## config.mk

```make
export PLATFORM = sky130hd
export DESIGN_NAME = lambert_diffuse_shader
export DESIGN_NICKNAME = d
export VERILOG_FILES = /design/src/sv/lds_pkg.sv /design/src/sv/lds_mul.sv /design/src/sv/lds_regs.sv /design/src/sv/lds_core.sv /design/src/sv/lambert_diffuse_shader.sv
export VERILOG_INCLUDE_DIRS = /design/src /design/src/sv
export SDC_FILE = /design/constraint.sdc
export NUM_CORES = 2
export LEC_CHECK = 0
export ABC_AREA = 0
export BUFFER_PORTS_ARGS = -buffer_cell sky130_fd_sc_hd__buf_2
export CAP_MARGIN = 20
export CORE_MARGIN = 2
export CORE_UTILIZATION = 53
export DETAILED_ROUTE_END_ITERATION = 10
export PLACE_DENSITY = 0.78
export SETUP_SLACK_MARGIN = 0.15
export SLEW_MARGIN = 25
export SYNTH_ARGS = -nofsm -noshare
export SYNTH_HDL_FRONTEND = slang
export SYNTH_SLANG_ARGS = --single-unit
```

## constraint.sdc

```tcl
create_clock -name clk -period 14.6 [get_ports clk]
set_clock_uncertainty 0.1 [all_clocks]
set_input_delay 0 -clock clk [delete_from_list [all_inputs] [get_ports clk]]
set_output_delay 0 -clock clk [all_outputs]
set_load 0.02 [all_outputs]
```

## src/sv/assert_macros.svh

```systemverilog
// assertion macros shared by the rtl
// needs clk and rst_n in the scope of the module that uses them
`ifndef ASSERT_MACROS_SVH
`define ASSERT_MACROS_SVH

// property checked on every clock edge outside reset
`define LDS_ASSERT(lbl, prop) \
  lbl: assert property (@(posedge clk) disable iff (!rst_n) prop) \
    else $error("lds assertion failed");

// condition that must never hold outside reset
`define LDS_NEVER(lbl, cond) \
  lbl: assert property (@(posedge clk) disable iff (!rst_n) !(cond)) \
    else $error("lds forbidden condition seen");

`endif

```

## src/sv/lds_pkg.sv

```systemverilog
// types and fixed widths for the lambert diffuse shader
// no dependencies
package lds_pkg;

  // shared multiplier operand and product widths
  localparam int MUL_A_W = 33;
  localparam int MUL_B_W = 21;
  localparam int PROD_W  = MUL_A_W + MUL_B_W;

  // intermediate widths of the per channel product chain
  localparam int INT_FRAC = 12;
  localparam int A_W      = 20;
  localparam int B_LO_W   = 20;
  localparam int B_HI_W   = 16;

  // one input beat: one light seen from one hit point
  typedef struct packed {
    logic signed [15:0] normal_x;
    logic signed [15:0] normal_y;
    logic signed [15:0] normal_z;
    logic signed [15:0] incident_x;
    logic signed [15:0] incident_y;
    logic signed [15:0] incident_z;
    logic [15:0]        light_red;
    logic [15:0]        light_green;
    logic [15:0]        light_blue;
    logic [15:0]        intensity;
    logic [15:0]        occlusion;
    logic               last_light;
  } lds_in_t;

  // one result beat
  typedef struct packed {
    logic [15:0] out_red;
    logic [15:0] out_green;
    logic [15:0] out_blue;
  } lds_out_t;

  // ambient color registers
  typedef struct packed {
    logic [15:0] red;
    logic [15:0] green;
    logic [15:0] blue;
  } lds_amb_t;

  // finished result offered by the core
  typedef struct packed {
    logic     valid;
    lds_out_t data;
  } lds_res_t;

endpackage

```

## src/sv/lds_mul.sv

```systemverilog
// shared signed multiplier with registered product
// depends on lds_pkg
module lds_mul import lds_pkg::*; (
  input  logic                      clk,
  input  logic signed [MUL_A_W-1:0] op_a,
  input  logic signed [MUL_B_W-1:0] op_b,
  output logic signed [PROD_W-1:0]  prod
);

  logic signed [PROD_W-1:0] prod_nxt;
  logic signed [PROD_W-1:0] prod_r;

  // full width signed product
  assign prod_nxt = op_a * op_b;

  always_ff @(posedge clk) begin
    prod_r <= prod_nxt;
  end

  assign prod = prod_r;

endmodule

```

## src/sv/lds_regs.sv

```systemverilog
// apb register file holding the ambient color
// depends on lds_pkg
module lds_regs import lds_pkg::*; (
  input  logic        clk,
  input  logic        rst_n,
  input  logic        psel,
  input  logic        penable,
  input  logic        pwrite,
  input  logic [3:0]  paddr,
  input  logic [31:0] pwdata,
  output logic [31:0] prdata,
  output logic        pready,
  output lds_amb_t    amb
);

  localparam logic [1:0] REG_AMB_RED   = 2'd0;
  localparam logic [1:0] REG_AMB_GREEN = 2'd1;
  localparam logic [1:0] REG_AMB_BLUE  = 2'd2;

  lds_amb_t   amb_r;
  lds_amb_t   amb_nxt;
  logic [1:0] reg_idx;
  logic       wr_en;

  assign reg_idx = paddr[3:2];
  assign wr_en   = psel && penable && pwrite;
  assign pready  = 1'b1;

  // write decode, out of range indexes are dropped
  always_comb begin
    amb_nxt = amb_r;
    if (wr_en) begin
      case (reg_idx)
        REG_AMB_RED:   amb_nxt.red   = pwdata[15:0];
        REG_AMB_GREEN: amb_nxt.green = pwdata[15:0];
        REG_AMB_BLUE:  amb_nxt.blue  = pwdata[15:0];
        default:       amb_nxt = amb_r;
      endcase
    end
  end

  always_ff @(posedge clk) begin
    if (!rst_n) begin
      amb_r <= '0;
    end else begin
      amb_r <= amb_nxt;
    end
  end

  // read mux
  always_comb begin
    case (reg_idx)
      REG_AMB_RED:   prdata = {16'b0, amb_r.red};
      REG_AMB_GREEN: prdata = {16'b0, amb_r.green};
      REG_AMB_BLUE:  prdata = {16'b0, amb_r.blue};
      default:       prdata = '0;
    endcase
  end

  assign amb = amb_r;

endmodule

```

## src/sv/lds_core.sv

```systemverilog
// sequencer, accumulators and operand selection around the shared multiplier
// depends on lds_pkg and lds_mul
module lds_core import lds_pkg::*; #(
  parameter int VEC_FRAC_BITS   = 14,
  parameter int COLOR_FRAC_BITS = 15
) (
  input  logic     clk,
  input  logic     rst_n,
  input  logic     in_valid,
  input  lds_in_t  in_data,
  output logic     in_stall,
  input  lds_amb_t amb,
  output lds_res_t res,
  input  logic     res_ready
);

  localparam int ONE_I = 1 << COLOR_FRAC_BITS;
  localparam int TOP_I = (ONE_I > 65535) ? 65535 : ONE_I;
  localparam logic [16:0] TOP17 = 17'(TOP_I);
  localparam logic [52:0] TOP53 = 53'(TOP_I);

  localparam logic [1:0] CH_RED   = 2'd0;
  localparam logic [1:0] CH_GREEN = 2'd1;
  localparam logic [1:0] CH_BLUE  = 2'd2;

  typedef enum logic [9:0] {
    ST_IDLE = 10'b0000000001,
    ST_DX   = 10'b0000000010,
    ST_DY   = 10'b0000000100,
    ST_DZ   = 10'b0000001000,
    ST_COL  = 10'b0000010000,
    ST_AD   = 10'b0000100000,
    ST_BLO  = 10'b0001000000,
    ST_BHI  = 10'b0010000000,
    ST_SUM  = 10'b0100000000,
    ST_FIN  = 10'b1000000000
  } lds_state_t;

  // saturating add against the clamp ceiling
  function automatic logic [15:0] sat_add(input logic [15:0] x, input logic [15:0] y);
    logic [16:0] s;
    s = {1'b0, x} + {1'b0, y};
    return (s > TOP17) ? TOP17[15:0] : s[15:0];
  endfunction

  lds_state_t state_r, state_nxt;
  logic [1:0] ch_r, ch_nxt;
  lds_in_t    item_r;
  logic signed [MUL_A_W-1:0] dot_r, dot_nxt;
  logic [B_HI_W-1:0] bhi_r, bhi_nxt;
  logic [B_LO_W+15:0] clo_r, clo_nxt;
  logic [15:0] sum_red_r, sum_green_r, sum_blue_r;
  logic [15:0] sum_red_nxt, sum_green_nxt, sum_blue_nxt;
  logic        load_item;
  logic        acc_en;
  logic [1:0]  acc_ch;

  logic signed [MUL_A_W-1:0] mul_a;
  logic signed [MUL_B_W-1:0] mul_b;
  logic signed [PROD_W-1:0]  prod;
  logic [PROD_W-1:0]         prod_u;
  logic [PROD_W-1:0]         b_full;
  logic [A_W-1:0]            a_val;
  logic [15:0]               colour;
  logic [52:0]               c_wide;
  logic [52:0]               c_sh;
  logic [15:0]               contrib;
  logic                      dot_pos;

  lds_mul u_mul (
    .clk  (clk),
    .op_a (mul_a),
    .op_b (mul_b),
    .prod (prod)
  );

  // views of the registered product
  assign prod_u  = prod;
  assign a_val   = prod_u[INT_FRAC +: A_W];
  assign b_full  = prod_u >> (2 * VEC_FRAC_BITS);
  assign dot_pos = (dot_r > 0);

  // contribution from the high and low partial products of b times occlusion
  assign c_wide  = {17'b0, clo_r} + {1'b0, prod_u[31:0], 20'b0};
  assign c_sh    = c_wide >> COLOR_FRAC_BITS;
  assign contrib = (c_sh > TOP53) ? TOP17[15:0] : c_sh[15:0];

  // light color of the current channel
  always_comb begin
    case (ch_r)
      CH_RED:   colour = item_r.light_red;
      CH_GREEN: colour = item_r.light_green;
      CH_BLUE:  colour = item_r.light_blue;
      default:  colour = '0;
    endcase
  end

  // multiplier operand select
  always_comb begin
    case (state_r)
      ST_DX: begin
        mul_a = MUL_A_W'(item_r.normal_x);
        mul_b = MUL_B_W'(item_r.incident_x);
      end
      ST_DY: begin
        mul_a = MUL_A_W'(item_r.normal_y);
        mul_b = MUL_B_W'(item_r.incident_y);
      end
      ST_DZ: begin
        mul_a = MUL_A_W'(item_r.normal_z);
        mul_b = MUL_B_W'(item_r.incident_z);
      end
      ST_COL: begin
        mul_a = {17'b0, colour};
        mul_b = {5'b0, item_r.intensity};
      end
      ST_AD: begin
        mul_a = dot_r;
        mul_b = {1'b0, a_val};
      end
      ST_BLO: begin
        mul_a = {13'b0, b_full[B_LO_W-1:0]};
        mul_b = {5'b0, item_r.occlusion};
      end
      ST_BHI: begin
        mul_a = {17'b0, bhi_r};
        mul_b = {5'b0, item_r.occlusion};
      end
      default: begin
        mul_a = '0;
        mul_b = '0;
      end
    endcase
  end

  // sequencer
  always_comb begin
    state_nxt     = state_r;
    ch_nxt        = ch_r;
    dot_nxt       = dot_r;
    bhi_nxt       = bhi_r;
    clo_nxt       = clo_r;
    sum_red_nxt   = sum_red_r;
    sum_green_nxt = sum_green_r;
    sum_blue_nxt  = sum_blue_r;
    load_item     = 1'b0;
    acc_en        = 1'b0;
    acc_ch        = (state_r == ST_SUM) ? CH_BLUE : ch_r - 2'd1;
    case (state_r)
      ST_IDLE: begin
        if (in_valid) begin
          load_item = 1'b1;
          ch_nxt    = CH_RED;
          state_nxt = ST_DX;
        end
      end
      ST_DX: state_nxt = ST_DY;
      ST_DY: begin
        dot_nxt   = prod[MUL_A_W-1:0];
        state_nxt = ST_DZ;
      end
      ST_DZ: begin
        dot_nxt   = dot_r + prod[MUL_A_W-1:0];
        state_nxt = ST_COL;
      end
      ST_COL: begin
        // first pass finishes the dot product, later ones retire a channel
        if (ch_r == CH_RED) begin
          dot_nxt = dot_r + prod[MUL_A_W-1:0];
        end else begin
          acc_en = dot_pos;
        end
        state_nxt = ST_AD;
      end
      ST_AD: state_nxt = ST_BLO;
      ST_BLO: begin
        bhi_nxt   = b_full[B_LO_W +: B_HI_W];
        state_nxt = ST_BHI;
      end
      ST_BHI: begin
        clo_nxt = prod_u[B_LO_W+15:0];
        if (ch_r == CH_BLUE) begin
          state_nxt = ST_SUM;
        end else begin
          ch_nxt    = ch_r + 2'd1;
          state_nxt = ST_COL;
        end
      end
      ST_SUM: begin
        acc_en    = dot_pos;
        state_nxt = item_r.last_light ? ST_FIN : ST_IDLE;
      end
      ST_FIN: begin
        if (res_ready) begin
          sum_red_nxt   = '0;
          sum_green_nxt = '0;
          sum_blue_nxt  = '0;
          state_nxt     = ST_IDLE;
        end
      end
      default: state_nxt = ST_IDLE;
    endcase

    // saturating accumulate of one channel
    if (acc_en) begin
      case (acc_ch)
        CH_RED:   sum_red_nxt   = sat_add(sum_red_r, contrib);
        CH_GREEN: sum_green_nxt = sat_add(sum_green_r, contrib);
        CH_BLUE:  sum_blue_nxt  = sat_add(sum_blue_r, contrib);
        default:  sum_red_nxt   = sum_red_r;
      endcase
    end
  end

  // control and accumulator registers
  always_ff @(posedge clk) begin
    if (!rst_n) begin
      state_r     <= ST_IDLE;
      ch_r        <= CH_RED;
      sum_red_r   <= '0;
      sum_green_r <= '0;
      sum_blue_r  <= '0;
    end else begin
      state_r     <= state_nxt;
      ch_r        <= ch_nxt;
      sum_red_r   <= sum_red_nxt;
      sum_green_r <= sum_green_nxt;
      sum_blue_r  <= sum_blue_nxt;
    end
  end

  // datapath registers
  always_ff @(posedge clk) begin
    if (load_item) begin
      item_r <= in_data;
    end
    dot_r <= dot_nxt;
    bhi_r <= bhi_nxt;
    clo_r <= clo_nxt;
  end

  assign in_stall            = (state_r != ST_IDLE);
  assign res.valid           = (state_r == ST_FIN);
  assign res.data.out_red    = sat_add(sum_red_r, amb.red);
  assign res.data.out_green  = sat_add(sum_green_r, amb.green);
  assign res.data.out_blue   = sat_add(sum_blue_r, amb.blue);

endmodule

```

## src/sv/lambert_diffuse_shader.sv

```systemverilog
// Lambertian diffuse shader. One input beat is one light seen from one hit
// point; the block takes a beat, forms the normal-light dot product and the
// per channel color x intensity x dot x occlusion chain on a single shared
// 33x21 multiplier, and accumulates each channel with saturation at 1.0.
// An input beat holds the input channel through idle, three dot product terms,
// four multiplier steps per channel and one accumulate step; a beat marked
// last_light then moves to a final state that hands its RGB result, with
// ambient added, to the output register, and waits there while that register
// is still full. The output register lets the next light start while a result
// is not yet taken. Ambient registers sit on the APB port at byte 0, 4 and 8.
// depends on lds_pkg, lds_regs, lds_core, lds_mul and assert_macros.svh
`include "assert_macros.svh"

module lambert_diffuse_shader import lds_pkg::*; #(
  parameter int VEC_FRAC_BITS   = 14,
  parameter int COLOR_FRAC_BITS = 15
) (
  input  logic        clk,
  input  logic        rst_n,
  input  logic        in_valid,
  input  lds_in_t     in_data,
  output logic        in_stall,
  output logic        out_valid,
  output lds_out_t    out_data,
  input  logic        out_stall,
  input  logic        psel,
  input  logic        penable,
  input  logic        pwrite,
  input  logic [3:0]  paddr,
  input  logic [31:0] pwdata,
  output logic [31:0] prdata,
  output logic        pready
);

  lds_amb_t amb;
  lds_res_t res;
  logic     res_ready;
  logic     res_load;
  logic     out_valid_r, out_valid_nxt;
  lds_out_t out_data_r;

  lds_regs u_regs (
    .clk     (clk),
    .rst_n   (rst_n),
    .psel    (psel),
    .penable (penable),
    .pwrite  (pwrite),
    .paddr   (paddr),
    .pwdata  (pwdata),
    .prdata  (prdata),
    .pready  (pready),
    .amb     (amb)
  );

  lds_core #(
    .VEC_FRAC_BITS   (VEC_FRAC_BITS),
    .COLOR_FRAC_BITS (COLOR_FRAC_BITS)
  ) u_core (
    .clk       (clk),
    .rst_n     (rst_n),
    .in_valid  (in_valid),
    .in_data   (in_data),
    .in_stall  (in_stall),
    .amb       (amb),
    .res       (res),
    .res_ready (res_ready)
  );

  // output register, free when empty or its beat leaves this cycle
  assign res_ready = !out_valid_r || !out_stall;
  assign res_load  = res.valid && res_ready;

  always_comb begin
    out_valid_nxt = out_valid_r;
    if (res_load) begin
      out_valid_nxt = 1'b1;
    end else if (!out_stall) begin
      out_valid_nxt = 1'b0;
    end
  end

  always_ff @(posedge clk) begin
    if (!rst_n) begin
      out_valid_r <= 1'b0;
    end else begin
      out_valid_r <= out_valid_nxt;
    end
  end

  always_ff @(posedge clk) begin
    if (res_load) begin
      out_data_r <= res.data;
    end
  end

  assign out_valid = out_valid_r;
  assign out_data  = out_data_r;

  // checks
  `LDS_ASSERT(a_busy_after_accept, (in_valid && !in_stall) |=> in_stall)
  `LDS_NEVER(a_result_while_idle, res.valid && !in_stall)
  `LDS_ASSERT(a_out_from_core, $rose(out_valid_r) |-> $past(res.valid))

endmodule

```

==> metrics.txt <==
slowest CP cell=and4_1; Layout Nets=6675; Worst-Margin Slew=1.27 ns; Gate Count Post-Synth=4962; Post-synth EDFFs=285; Achievable Freq=89.3 MHz; DIE WIDTH=301 um; clk root buf=clkbuf_16; Hold Crit Class=primary input to register; Pwr per Cell Area=57.1 nW/um^2; DR pass1 iterations=8; Switching Power=0.832 mW; Die ar.=90300 sq um; port buffer count=267; top-count cell post-synth=inv_1; synthesized cell area=46600 sq um; CTS tree=built; WS Path Type=register to register; Clk pin slew, worst setup/hold paths=0.07 ns; Crit. End Element=register; H-tree depth=2; Tcrit/Tclk final=76.7%; worst path arrival time=11.65 ns; unrepaired setup endpoints after global routing=no; CP peak stage delay=0.94 ns; gpl congestion=1.04; top cell type's share of synthesized area=29.9%; TritonCTS Buffers=49; Non-Filler Instances=6684; sequential element share of the synthesized area=25.4%; peak supply drop=0.105 mV; outcome=finished, violations left; post-layout util=62.3%; Post-DP HPWL=113000 um; gr usage total=35.2%; violations in the final reports=negative hold slack; core area=86900 sq um; share of layout cells above drive strength 1=8.88%; Reg power frac=46.7%; GR met3 Demand/Resource=9.82%; DIE HEIGHT=301 um; Clk Latency, worst-skew pair=0.66 ns; I/O pin total=303; vias in the first global route=41450; largest net degree at the start of global routing=82; Yosys reg bits=448; Setup Total Neg Slack=0 ns; combinational power share=10.3%; most used flip-flop cell after synthesis=edfxtp_1; Area Overhead vs Synth=16.2%; Commonest cells post-synth=864 x inv_1, 695 x fa_1, 690 x nand2_1, 469 x nor2_1, 286 x ha_1; met2 usage=56.0%; Initial Utilization=53.6%; syn avg cell area=9.39 sq um; initial antenna violation count=19; met1 GRT Util=39.8%; post-route cell area=54200 sq um; row count=108; most used routing layer=met2; CTS sink count=448; switching portion of total power=26.9%; Async S/R FF share, synth=0%; Setup-failing EPs final=0; Hold Slack=-0.0117 ns; clock power share=43.0%; Rel. slew slack=15.1%; remaining global-route overflow=0; Min Clock Period, post-route=11.20 ns; Leak Pwr=25.1 nW; YS warnings=0; final WL=159000 um; placed cell areas=49400 sq um; # placed instances=6277; startpoint types=register; cell taking the most area after synthesis=fa_1; CTS Buffer Depth=3; DR vias=40053; final hold violations=3; # DRC=0; Post-CTS Setup Repair Bufs=0; first-pass GRT wire length=238000 um; max cap viols=0; CP required=15.05 ns; DR iter-0 viols=4527; Final ANT Viol Nets=0; WL per Instance=23.8 um; DR vias/cell=5.99; Critical Path Fanout Max=18; post-synthesis cell type count=87; cell internal pwr=2.26 mW; Area contributors post-synth=fa_1 30%, edfxtp_1 18%, ha_1 7.7%, dfxtp_1 7.0%, inv_1 7.0%; Final Max Tran Viols=0
==> layout by cell type (no fill, tap or decap), types with 16 or more instances in the layout <==
cell type and n:
a211o_1 20, o21ai_1 19, a31oi_1 23, nand3_1 32
conb_1 17, buf_4 75, nand2_1 687, nor2b_1 34
a22oi_1 28, xnor2_1 81, o21a_1 32, nor3_1 52
nand4_1 28, and3_1 21, o21ai_0 155, mux2i_1 25
fa_1 695, dlygate4sd3_1 300, a21oi_1 237, nand2b_1 32
a222oi_1 29, ha_1 286, a22o_1 20, nor4_1 16
o21bai_1 19, nor2_1 465, or3_1 22, clkbuf_16 52
dfxtp_1 163, inv_1 863, edfxtp_1 285, xor2_1 75
a21o_1 76, buf_2 269, and2_1 25
==> cells by family after synthesis <==
group                    share of synthesized area, %
multiplexers                                    0.537
flip-flops                                       25.4
AO/OA/AOI/OAI                                    11.1
AND/OR/NAND/NOR                                  13.8
adder cells (fa/ha/maj)                          37.5
other                                          0.0161
buffers and inverters                            8.77
XOR/XNOR                                         2.93
==> worst paths after layout <==
kind / from / endpoint / slack [ns] / cells past startpoint
worst max-delay path: u_core.ch_r[0] / u_core.u_mul.prod[50] / 3.40 / 31
worst min-delay path: in_data[74] / u_core.item_r[74] / -0.01 / 2
worst max register to register: u_core.ch_r[0] / u_core.u_mul.prod[50] / 3.40 / 31
worst min register to register: u_core.u_mul.prod[50] / u_core.bhi_r[2] / 0.32 / 0
==> power groups by stage <==
| stage | Combinational (mW) | Clock (mW) | Sequential, mW |
|---|---|---|---|
| after floorplan | 0.138 | 0 | 1.45 |
| after global placement | 0.227 | 0 | 1.46 |
| after detailed placement | 0.232 | 0 | 1.46 |
| after CTS | 0.295 | 1.30 | 1.44 |
| after global routing | 0.333 | 1.37 | 1.44 |
| final | 0.318 | 1.33 | 1.45 |
==> layer usage <==
layer  vias to the layer above  routed length (um)
li1                      17017                   -
met1                     19384               52500
met2                      2737               72000
met3                       903               18700
met4                        12               15900
met5                         -                  80
==> sequential cells by signal (all words and copies together) (netlist names) <==
| register | flops |
|---|---|
| out_data | 48 |
| out_valid | 1 |
| u_core.bhi_r | 6 |
| u_core.ch_r | 2 |
| u_core.clo_r | 21 |
| u_core.dot_r | 33 |
| u_core.item_r | 177 |
| u_core.state_r | 10 |
| u_core.sum_blue_r | 16 |
| u_core.sum_green_r | 16 |
| u_core.sum_red_r | 16 |
| u_core.u_mul.prod | 54 |
| u_regs.amb | 48 |
==> area by class of cell <==
type | instances | area [sq um]
Fill cell | 6723 | 32700
Multi-Input combinational cell | 3462 | 31000
Sequential cell | 448 | 11800
Timing Repair Buffer | 646 | 4930
Inverter | 867 | 3260
Clock buffer | 73 | 1470
Tap cell | 1155 | 1450
Clock inverter | 19 | 199
Antenna cell | 14 | 35.0
==> critical path, delay by kind of cell, from the launching register on <==
kind                       cells  cell delay [ns]
AOI/OAI and AO/OA              9             4.00
buffers and inverters          7             0.42
DFF                            1             0.41
xor gates and xnor gates       1             0.17
adders and majority gates      9             4.44
and+or+nand+nor                5             1.52
==> metrics by stage <==
stage / hold slack, ns / setup WS [ns] / power [mW]
5_1_grt: 0.00160 / 3.23 / 3.14
3_5_place_dp: 0.0781 / 3.74 / 1.69
2_1_floorplan: -0.00113 / 5.75 / 1.59
3_3_place_gp: 0.0772 / 3.98 / 1.69
6_report: -0.0117 / 3.40 / 3.09
4_1_cts: 0.000678 / 3.70 / 3.03
==> timing repair <==
item	4_1_cts	5_1_grt
endpoints found under the setup margin	0	0
gates resized for setup	0	0
hold buffers	296	4
endpoints found under the hold margin	284	4
Power figures use the tool's default switching activity.
